File: config.mk
export PLATFORM = sky130hd
export DESIGN_NAME = rgb_to_hsv_hsl_flat
export DESIGN_NICKNAME = d
export VERILOG_FILES = /design/src/hw/rtl/rhsv_pkg.sv /design/src/hw/rtl/rhsv_in_if.sv /design/src/hw/rtl/rhsv_out_if.sv /design/src/hw/rtl/rhsv_div_stage.sv /design/src/hw/rtl/rgb_to_hsv_hsl.sv /design/src/flat_wrapper.sv
export VERILOG_INCLUDE_DIRS = /design/src /design/src/hw/rtl
export SDC_FILE = /design/constraint.sdc
export NUM_CORES = 2
export LEC_CHECK = 0
export BUFFER_PORTS_ARGS = -buffer_cell sky130_fd_sc_hd__buf_2
export CAP_MARGIN = 20
export CORE_UTILIZATION = 50
export DETAILED_ROUTE_END_ITERATION = 10
export HOLD_SLACK_MARGIN = 0.12
export PLACE_DENSITY = 0.66
export SKIP_CTS_REPAIR_TIMING = 1
export SYNTH_ARGS = -nofsm -noshare
export SYNTH_HDL_FRONTEND = slang
export SYNTH_SLANG_ARGS = --single-unit
File: constraint.sdc
create_clock -name clk -period 48.4 [get_ports clk]
set_clock_uncertainty 0.05 [all_clocks]
set_input_delay 7.26 -clock clk [delete_from_list [all_inputs] [get_ports clk]]
set_output_delay 7.26 -clock clk [all_outputs]
set_load 0.005 [all_outputs]
File: src/hw/rtl/rgb_to_hsv_hsl_macros.svh
// assertion macros shared by the rtl
`ifndef RGB_TO_HSV_HSL_MACROS_SVH
`define RGB_TO_HSV_HSL_MACROS_SVH

// same-cycle implication, held off while in reset
`define RHSV_ASSERT_NOW(label, clk, rst, ante, cons) \
  label: assert property (@(posedge clk) disable iff (rst) (ante) |-> (cons)) \
    else $error("rgb_to_hsv_hsl: same-cycle check failed");

// next-cycle implication, held off while in reset
`define RHSV_ASSERT_NEXT(label, clk, rst, ante, cons) \
  label: assert property (@(posedge clk) disable iff (rst) (ante) |=> (cons)) \
    else $error("rgb_to_hsv_hsl: next-cycle check failed");

`endif

File: src/hw/rtl/rhsv_pkg.sv
package rhsv_pkg;

  // field widths
  localparam int unsigned CHAN_W = 8;
  localparam int unsigned HUE_W  = 15;
  localparam int unsigned SAT_W  = 17;
  localparam int unsigned VAL_W  = 8;
  localparam int unsigned LIT_W  = 9;

  // fixed point scaling of hue and saturation
  localparam int unsigned HUE_FRAC_BITS = 6;
  localparam int unsigned SAT_FRAC_BITS = 16;

  // hue numerator is 60 * span, span below 6 * 255
  localparam int unsigned SPAN_W    = 11;
  localparam int unsigned NUM_W     = 17;
  localparam int unsigned DEG_SECTOR = 60;

  // both quotients are produced one bit per stage over the same stage count
  localparam int unsigned DIV_STEPS = SAT_W;
  localparam int unsigned HUE_DVD_W = NUM_W + HUE_FRAC_BITS;
  localparam int unsigned SAT_DVD_W = CHAN_W + SAT_FRAC_BITS;

  // one divider stage: carried pixel data plus two partial divisions
  typedef struct packed {
    logic [CHAN_W-1:0]    hi;
    logic [CHAN_W-1:0]    lo;
    logic [CHAN_W-1:0]    d;
    logic [CHAN_W-1:0]    h_rem;
    logic [DIV_STEPS-1:0] h_work;
    logic [CHAN_W-1:0]    s_rem;
    logic [DIV_STEPS-1:0] s_work;
  } rhsv_stage_t;

endpackage

File: src/hw/rtl/rhsv_in_if.sv
interface rhsv_in_if;
  import rhsv_pkg::*;

  logic              valid;
  logic              ready;
  logic [CHAN_W-1:0] red;
  logic [CHAN_W-1:0] green;
  logic [CHAN_W-1:0] blue;

  modport source (output valid, red, green, blue, input ready);
  modport sink   (input valid, red, green, blue, output ready);
endinterface

File: src/hw/rtl/rhsv_out_if.sv
interface rhsv_out_if;
  import rhsv_pkg::*;

  logic             valid;
  logic             ready;
  logic [HUE_W-1:0] hue;
  logic [SAT_W-1:0] saturation;
  logic [VAL_W-1:0] value;
  logic [LIT_W-1:0] lightness;

  modport source (output valid, hue, saturation, value, lightness, input ready);
  modport sink   (input valid, hue, saturation, value, lightness, output ready);
endinterface

File: src/hw/rtl/rhsv_div_stage.sv
module rhsv_div_stage (
  input  logic                  clk,
  input  logic                  rst,
  input  logic                  en,
  input  logic                  in_valid,
  input  rhsv_pkg::rhsv_stage_t in_stage,
  output logic                  out_valid,
  output rhsv_pkg::rhsv_stage_t out_stage
);
  import rhsv_pkg::*;

  rhsv_stage_t    stage_next;
  logic [CHAN_W:0] h_trial;
  logic [CHAN_W:0] s_trial;
  logic            h_bit;
  logic            s_bit;

  // one restoring step for hue (divisor d) and saturation (divisor hi)
  always_comb begin
    stage_next = in_stage;
    h_trial = {in_stage.h_rem, in_stage.h_work[DIV_STEPS-1]};
    s_trial = {in_stage.s_rem, in_stage.s_work[DIV_STEPS-1]};
    h_bit = (h_trial >= {1'b0, in_stage.d});
    s_bit = (s_trial >= {1'b0, in_stage.hi});
    stage_next.h_rem = h_bit ? CHAN_W'(h_trial - {1'b0, in_stage.d}) : h_trial[CHAN_W-1:0];
    stage_next.s_rem = s_bit ? CHAN_W'(s_trial - {1'b0, in_stage.hi}) : s_trial[CHAN_W-1:0];
    stage_next.h_work = {in_stage.h_work[DIV_STEPS-2:0], h_bit};
    stage_next.s_work = {in_stage.s_work[DIV_STEPS-2:0], s_bit};
  end

  // valid bit
  always_ff @(posedge clk) begin
    if (rst) begin
      out_valid <= 1'b0;
    end else if (en) begin
      out_valid <= in_valid;
    end
  end

  // payload
  always_ff @(posedge clk) begin
    if (en) begin
      out_stage <= stage_next;
    end
  end
endmodule

File: src/hw/rtl/rgb_to_hsv_hsl.sv
// channel     dir  fields                               handshake
// pixel_in    in   red, green, blue                     valid / ready
// pixel_out   out  hue, saturation, value, lightness    valid / ready
//
// one pixel per cycle sustained while pixel_out is not held; from acceptance to
// pixel_out.valid a pixel passes an input register, a max/min/sector stage, then 17
// restoring divider stages, one quotient bit each, shared by hue and saturation.
// rst is synchronous and clears only the valid bits.
// the whole pipeline holds while the last stage waits on pixel_out.ready.
`include "rgb_to_hsv_hsl_macros.svh"

module rgb_to_hsv_hsl (
  input logic      clk,
  input logic      rst,
  rhsv_in_if.sink  pixel_in,
  rhsv_out_if.source pixel_out
);
  import rhsv_pkg::*;

  logic              en;
  logic              in_vld;
  logic [CHAN_W-1:0] red;
  logic [CHAN_W-1:0] green;
  logic [CHAN_W-1:0] blue;

  logic [CHAN_W-1:0]    hi;
  logic [CHAN_W-1:0]    lo;
  logic [CHAN_W-1:0]    d;
  logic [SPAN_W-1:0]    span;
  logic [NUM_W-1:0]     num;
  logic [HUE_DVD_W-1:0] h_dvd;
  logic [SAT_DVD_W-1:0] s_dvd;
  rhsv_stage_t          first_next;

  logic                 sec_vld;
  rhsv_stage_t          sec_stage;

  logic [DIV_STEPS:0] vld;
  rhsv_stage_t        st [0:DIV_STEPS];
  rhsv_stage_t        last;

  // global advance: everything moves unless the output is held
  assign en = !vld[DIV_STEPS] || pixel_out.ready;
  assign pixel_in.ready = en;

  // input register
  always_ff @(posedge clk) begin
    if (rst) begin
      in_vld <= 1'b0;
    end else if (en) begin
      in_vld <= pixel_in.valid;
    end
  end

  always_ff @(posedge clk) begin
    if (en) begin
      red   <= pixel_in.red;
      green <= pixel_in.green;
      blue  <= pixel_in.blue;
    end
  end

  // max, min, difference and hue sector span
  always_comb begin
    hi = red;
    lo = red;
    if (green > hi) hi = green;
    if (blue > hi) hi = blue;
    if (green < lo) lo = green;
    if (blue < lo) lo = blue;
    d = hi - lo;

    // ties resolve red first, then green
    if (red == hi) begin
      if (green >= blue) begin
        span = SPAN_W'(green - blue);
      end else begin
        span = SPAN_W'(6 * {3'b0, d}) - SPAN_W'(blue - green);
      end
    end else if (green == hi) begin
      span = SPAN_W'({d, 1'b0}) + SPAN_W'(blue) - SPAN_W'(red);
    end else begin
      span = SPAN_W'({d, 2'b0}) + SPAN_W'(red) - SPAN_W'(green);
    end
    num = NUM_W'(span * DEG_SECTOR);

    h_dvd = {num, HUE_FRAC_BITS'(0)};
    s_dvd = {d, SAT_FRAC_BITS'(0)};

    // seed both dividers; the top parts are already below their divisors
    first_next.hi     = hi;
    first_next.lo     = lo;
    first_next.d      = d;
    first_next.h_rem  = CHAN_W'(h_dvd[HUE_DVD_W-1:DIV_STEPS]);
    first_next.h_work = h_dvd[DIV_STEPS-1:0];
    first_next.s_rem  = CHAN_W'(s_dvd[SAT_DVD_W-1:DIV_STEPS]);
    first_next.s_work = s_dvd[DIV_STEPS-1:0];
  end

  // sector stage register
  always_ff @(posedge clk) begin
    if (rst) begin
      sec_vld <= 1'b0;
    end else if (en) begin
      sec_vld <= in_vld;
    end
  end

  always_ff @(posedge clk) begin
    if (en) begin
      sec_stage <= first_next;
    end
  end

  assign vld[0] = sec_vld;
  assign st[0]  = sec_stage;

  // divider chain
  genvar i;
  generate
    for (i = 0; i < DIV_STEPS; i++) begin : g_div
      rhsv_div_stage u_stage (
        .clk       (clk),
        .rst       (rst),
        .en        (en),
        .in_valid  (vld[i]),
        .in_stage  (st[i]),
        .out_valid (vld[i+1]),
        .out_stage (st[i+1])
      );
    end
  endgenerate

  // output mapping, grey and black pixels forced to zero
  assign last = st[DIV_STEPS];
  assign pixel_out.valid      = vld[DIV_STEPS];
  assign pixel_out.hue        = (last.d == '0) ? '0 : last.h_work[HUE_W-1:0];
  assign pixel_out.saturation = (last.hi == '0) ? '0 : last.s_work[SAT_W-1:0];
  assign pixel_out.value      = last.hi;
  assign pixel_out.lightness  = LIT_W'({1'b0, last.hi} + {1'b0, last.lo});

  // checks
  `RHSV_ASSERT_NEXT(a_accept_enters, clk, rst, pixel_in.valid && pixel_in.ready, in_vld)
  `RHSV_ASSERT_NEXT(a_stall_holds, clk, rst, !en, $stable(vld) && $stable(in_vld))
  `RHSV_ASSERT_NOW(a_light_ge_value, clk, rst, pixel_out.valid, pixel_out.lightness >= {1'b0, pixel_out.value})
endmodule
File: src/flat_wrapper.sv
// flat-port wrapper written by rule: the top's interface ports become plain ports
module rgb_to_hsv_hsl_flat import rhsv_pkg::*;
  (clk, rst, pixel_in_valid, pixel_in_red, pixel_in_green, pixel_in_blue, pixel_in_ready, pixel_out_valid, pixel_out_hue, pixel_out_saturation, pixel_out_value, pixel_out_lightness, pixel_out_ready);
  rhsv_in_if pixel_in_i ();
  rhsv_out_if pixel_out_i ();
  input logic clk;
  input logic rst;
  input wire logic [$bits(pixel_in_i.valid)-1:0] pixel_in_valid;
  input wire logic [$bits(pixel_in_i.red)-1:0] pixel_in_red;
  input wire logic [$bits(pixel_in_i.green)-1:0] pixel_in_green;
  input wire logic [$bits(pixel_in_i.blue)-1:0] pixel_in_blue;
  output wire logic [$bits(pixel_in_i.ready)-1:0] pixel_in_ready;
  output wire logic [$bits(pixel_out_i.valid)-1:0] pixel_out_valid;
  output wire logic [$bits(pixel_out_i.hue)-1:0] pixel_out_hue;
  output wire logic [$bits(pixel_out_i.saturation)-1:0] pixel_out_saturation;
  output wire logic [$bits(pixel_out_i.value)-1:0] pixel_out_value;
  output wire logic [$bits(pixel_out_i.lightness)-1:0] pixel_out_lightness;
  input wire logic [$bits(pixel_out_i.ready)-1:0] pixel_out_ready;
  assign pixel_in_i.valid = pixel_in_valid;
  assign pixel_in_i.red = pixel_in_red;
  assign pixel_in_i.green = pixel_in_green;
  assign pixel_in_i.blue = pixel_in_blue;
  assign pixel_in_ready = pixel_in_i.ready;
  assign pixel_out_valid = pixel_out_i.valid;
  assign pixel_out_hue = pixel_out_i.hue;
  assign pixel_out_saturation = pixel_out_i.saturation;
  assign pixel_out_value = pixel_out_i.value;
  assign pixel_out_lightness = pixel_out_i.lightness;
  assign pixel_out_i.ready = pixel_out_ready;
  rgb_to_hsv_hsl u_core (.clk(clk), .rst(rst), .pixel_in(pixel_in_i), .pixel_out(pixel_out_i));
endmodule
==> reports/results.ini <==
[timing]
rsz0062_at_grt=no
hold_viol_final=0
clock.fmax_mhz=63.23
setup_violations=0
drv_slew=0
period_share_pct=32.68
tightest_slew_ns=1.147
fin_crit_ns=15.82
setup-tns-final_ns=0
relSlewSlack_pct=23.53

[layout]
final_common_cell=edfxtp_1
drive_above_1_share_pct=6.858
syn2layout_area_growth_pct=11.09
final_cell_mix=1,036 x edfxtp_1, 471 x inv_1, 380 x ha_1
nNetsFinal=4520
fill_cells=8098

[yosys]
netlist_instances=3908
ys_warn_count=0
synth_area_leaders=edfxtp_1 61%, ha_1 9.4%, inv_1 3.5%
synth_top_cell_area_share_pct=61.27
seq_area_frac_synth_pct=62.02
syn_avg_cell_area_um2=12.99
synth.distinct_cells=81
syn_nets=4381
synth-edff-count=1036
ys_ff_latch=1055
async_flop_share_pct=0
ys.flop_type=edfxtp_1
synth_top_area_cell=edfxtp_1
synth_area_mm2=0.05077

[critical_path]
arrival_ns=8.51
worstPathCellList=buf_2 > nor2b_1 > buf_4 > inv_8 > buf_2
cp_slowest_cell=inv_8
cp-end-kind=output port
cpMostUsedCell=buf_2
r2r-start=u_core.green[1]
cp_slowest_stage_delay_ns=0.60
start_kind=input pin
critPathKind=in2out
required_ns=41.09
crit_fanout=131
critPathLaunch=pixel_out_ready
critical-path-top-delay-family=buffers and inverters
crit_buf_inv=4

[cts]
clk_pin_slew_ns=0.06
h-tree-depth=3
root_buffer=clkbuf_16
numCtsBuffers=110
cts_sinks=1055
insertion_delay_ns=0.68
cts_tree=done
cts_buffer_depth=3

[route]
vias_per_cell=5.155
drc=0
antenna_left=0
drt_iter0_markers=1682
dr.pass1.iters=5
vias=28350
wl_per_cell_um=15.15
routed_wl_mm=83.31

[die]
num_rows=116
core_mm2=0.1003
die_w_um=320.7
dieArea_mm2=0.1028
io-pin-count=79
die_h_um=320.7
start_util_pct=50.63

[worst_hold_path]
worstHoldStart=u_core.g_div[8].u_stage.out_stage[0]
hold_class=reg2reg

[flow_run]
max_cap_viol_count=0

[run_status]
outcome=finished, final reports clean

[grt]
grt_pass1_wl_mm=137.1
grt_pass1_vias=28200
grt-ovfl-total=0
grt_max_degree=187
grt_use_total_pct=16.42
antenna_found_initial=0

[place]
portBuffers=78
dp_hpwl_mm=59.00
globalplace.congestion=0.8513

==> layout make-up <==
| cell class | instances | area (um2) | share of cell area (%) |
|---|---|---|---|
| Sequential cell | 1055 | 31490 | 55.83 |
| Multi-Input combinational cell | 2315 | 17210 | 30.52 |
| Clock buffer | 128 | 2884 | 5.113 |
| Inverter | 473 | 1783 | 3.161 |
| Tap cell | 1357 | 1698 | 3.010 |
| Clock inverter | 78 | 813.3 | 1.442 |
| Timing Repair Buffer | 92 | 520.5 | 0.9228 |
| Antenna cell | 1 | 2.502 | 0.004437 |
==> path summary, 6_finish.rpt <==
check / endpoint / slack [ns] / cells after the start
worst min-delay path: u_core.g_div[9].u_stage.out_stage[1] / 0.36 / 0
worst max register to register: u_core.sec_stage[47] / 36.00 / 44
worst min register to register: u_core.g_div[9].u_stage.out_stage[1] / 0.36 / 0
worst max-delay path: pixel_in_ready / 32.58 / 5
==> state kept, by name (all words and copies together), names as in the netlist <==
name                            cells
u_core.g_div.u_stage.out_stage    973
u_core.sec_stage                   39
u_core.g_div.u_stage.out_valid     17
u_core.blue                         8
u_core.green                        8
u_core.red                          8
u_core.in_vld                       1
u_core.sec_vld                      1
==> stage by stage <==
stage / instances / hold slack, ns / utilization [%] / cell area (um2) / setup slack [ns]
floorplan: 3908 / 0.3503 / - / 50770 / 5.608
global placement: 5292 / 0.3505 / 52.55 / 52700 / 32.61
detailed placement: 5292 / 0.3545 / 52.55 / 52700 / 32.60
CTS: 5498 / 0.3587 / 56.24 / 56400 / 32.60
global route: 5498 / 0.3640 / 56.24 / 56400 / 32.49
finish: 5499 / 0.3589 / 56.24 / 56400 / 32.58
==> routing by layer <==
| metal | track usage, % | vias to the layer above | wire length (um) |
|---|---|---|---|
| met3 | 2.576 | 142 | 3406 |
| met1 | 20.27 | 13440 | 35870 |
| met4 | 5.412 | 0 | 1980 |
| met5 | 0 | - | 0 |
| li1 | - | 14340 | - |
| met2 | 29.26 | 430 | 42050 |
==> Yosys cell counts, drive strengths merged (3+ instances only) <==
cell and count:
a2111oi 3, a211o 4, a211oi 6, a21boi 4, a21o 100, a21oi 139, a221o 4, a311oi 4
a31oi 3, and2 98, and3 4, buf 15, clkbuf 50, dfxtp 19, edfxtp 1036, fa 65
ha 380, inv 472, mux2 11, mux2i 22, nand2 275, nand2b 90, nand3 33, nand4 52
nor2 177, nor2b 89, nor3 10, nor4 9, o211a 31, o211ai 20, o21a 11, o21ai 336
o21bai 23, o221ai 6, o31ai 62, or2 5, or3 5, or4 32, xnor2 98, xor2 77
==> kinds of logic after synthesis <==
family | synth area share, %
flops | 62.02
simple gates | 8.731
compound gates | 9.465
buf+inv | 4.078
fa+ha+maj | 11.95
xor+xnor | 3.048
mux | 0.7097
Power is not shown: default switching activity piles up to over one toggle a cycle in this logic, so the estimate is an artifact.
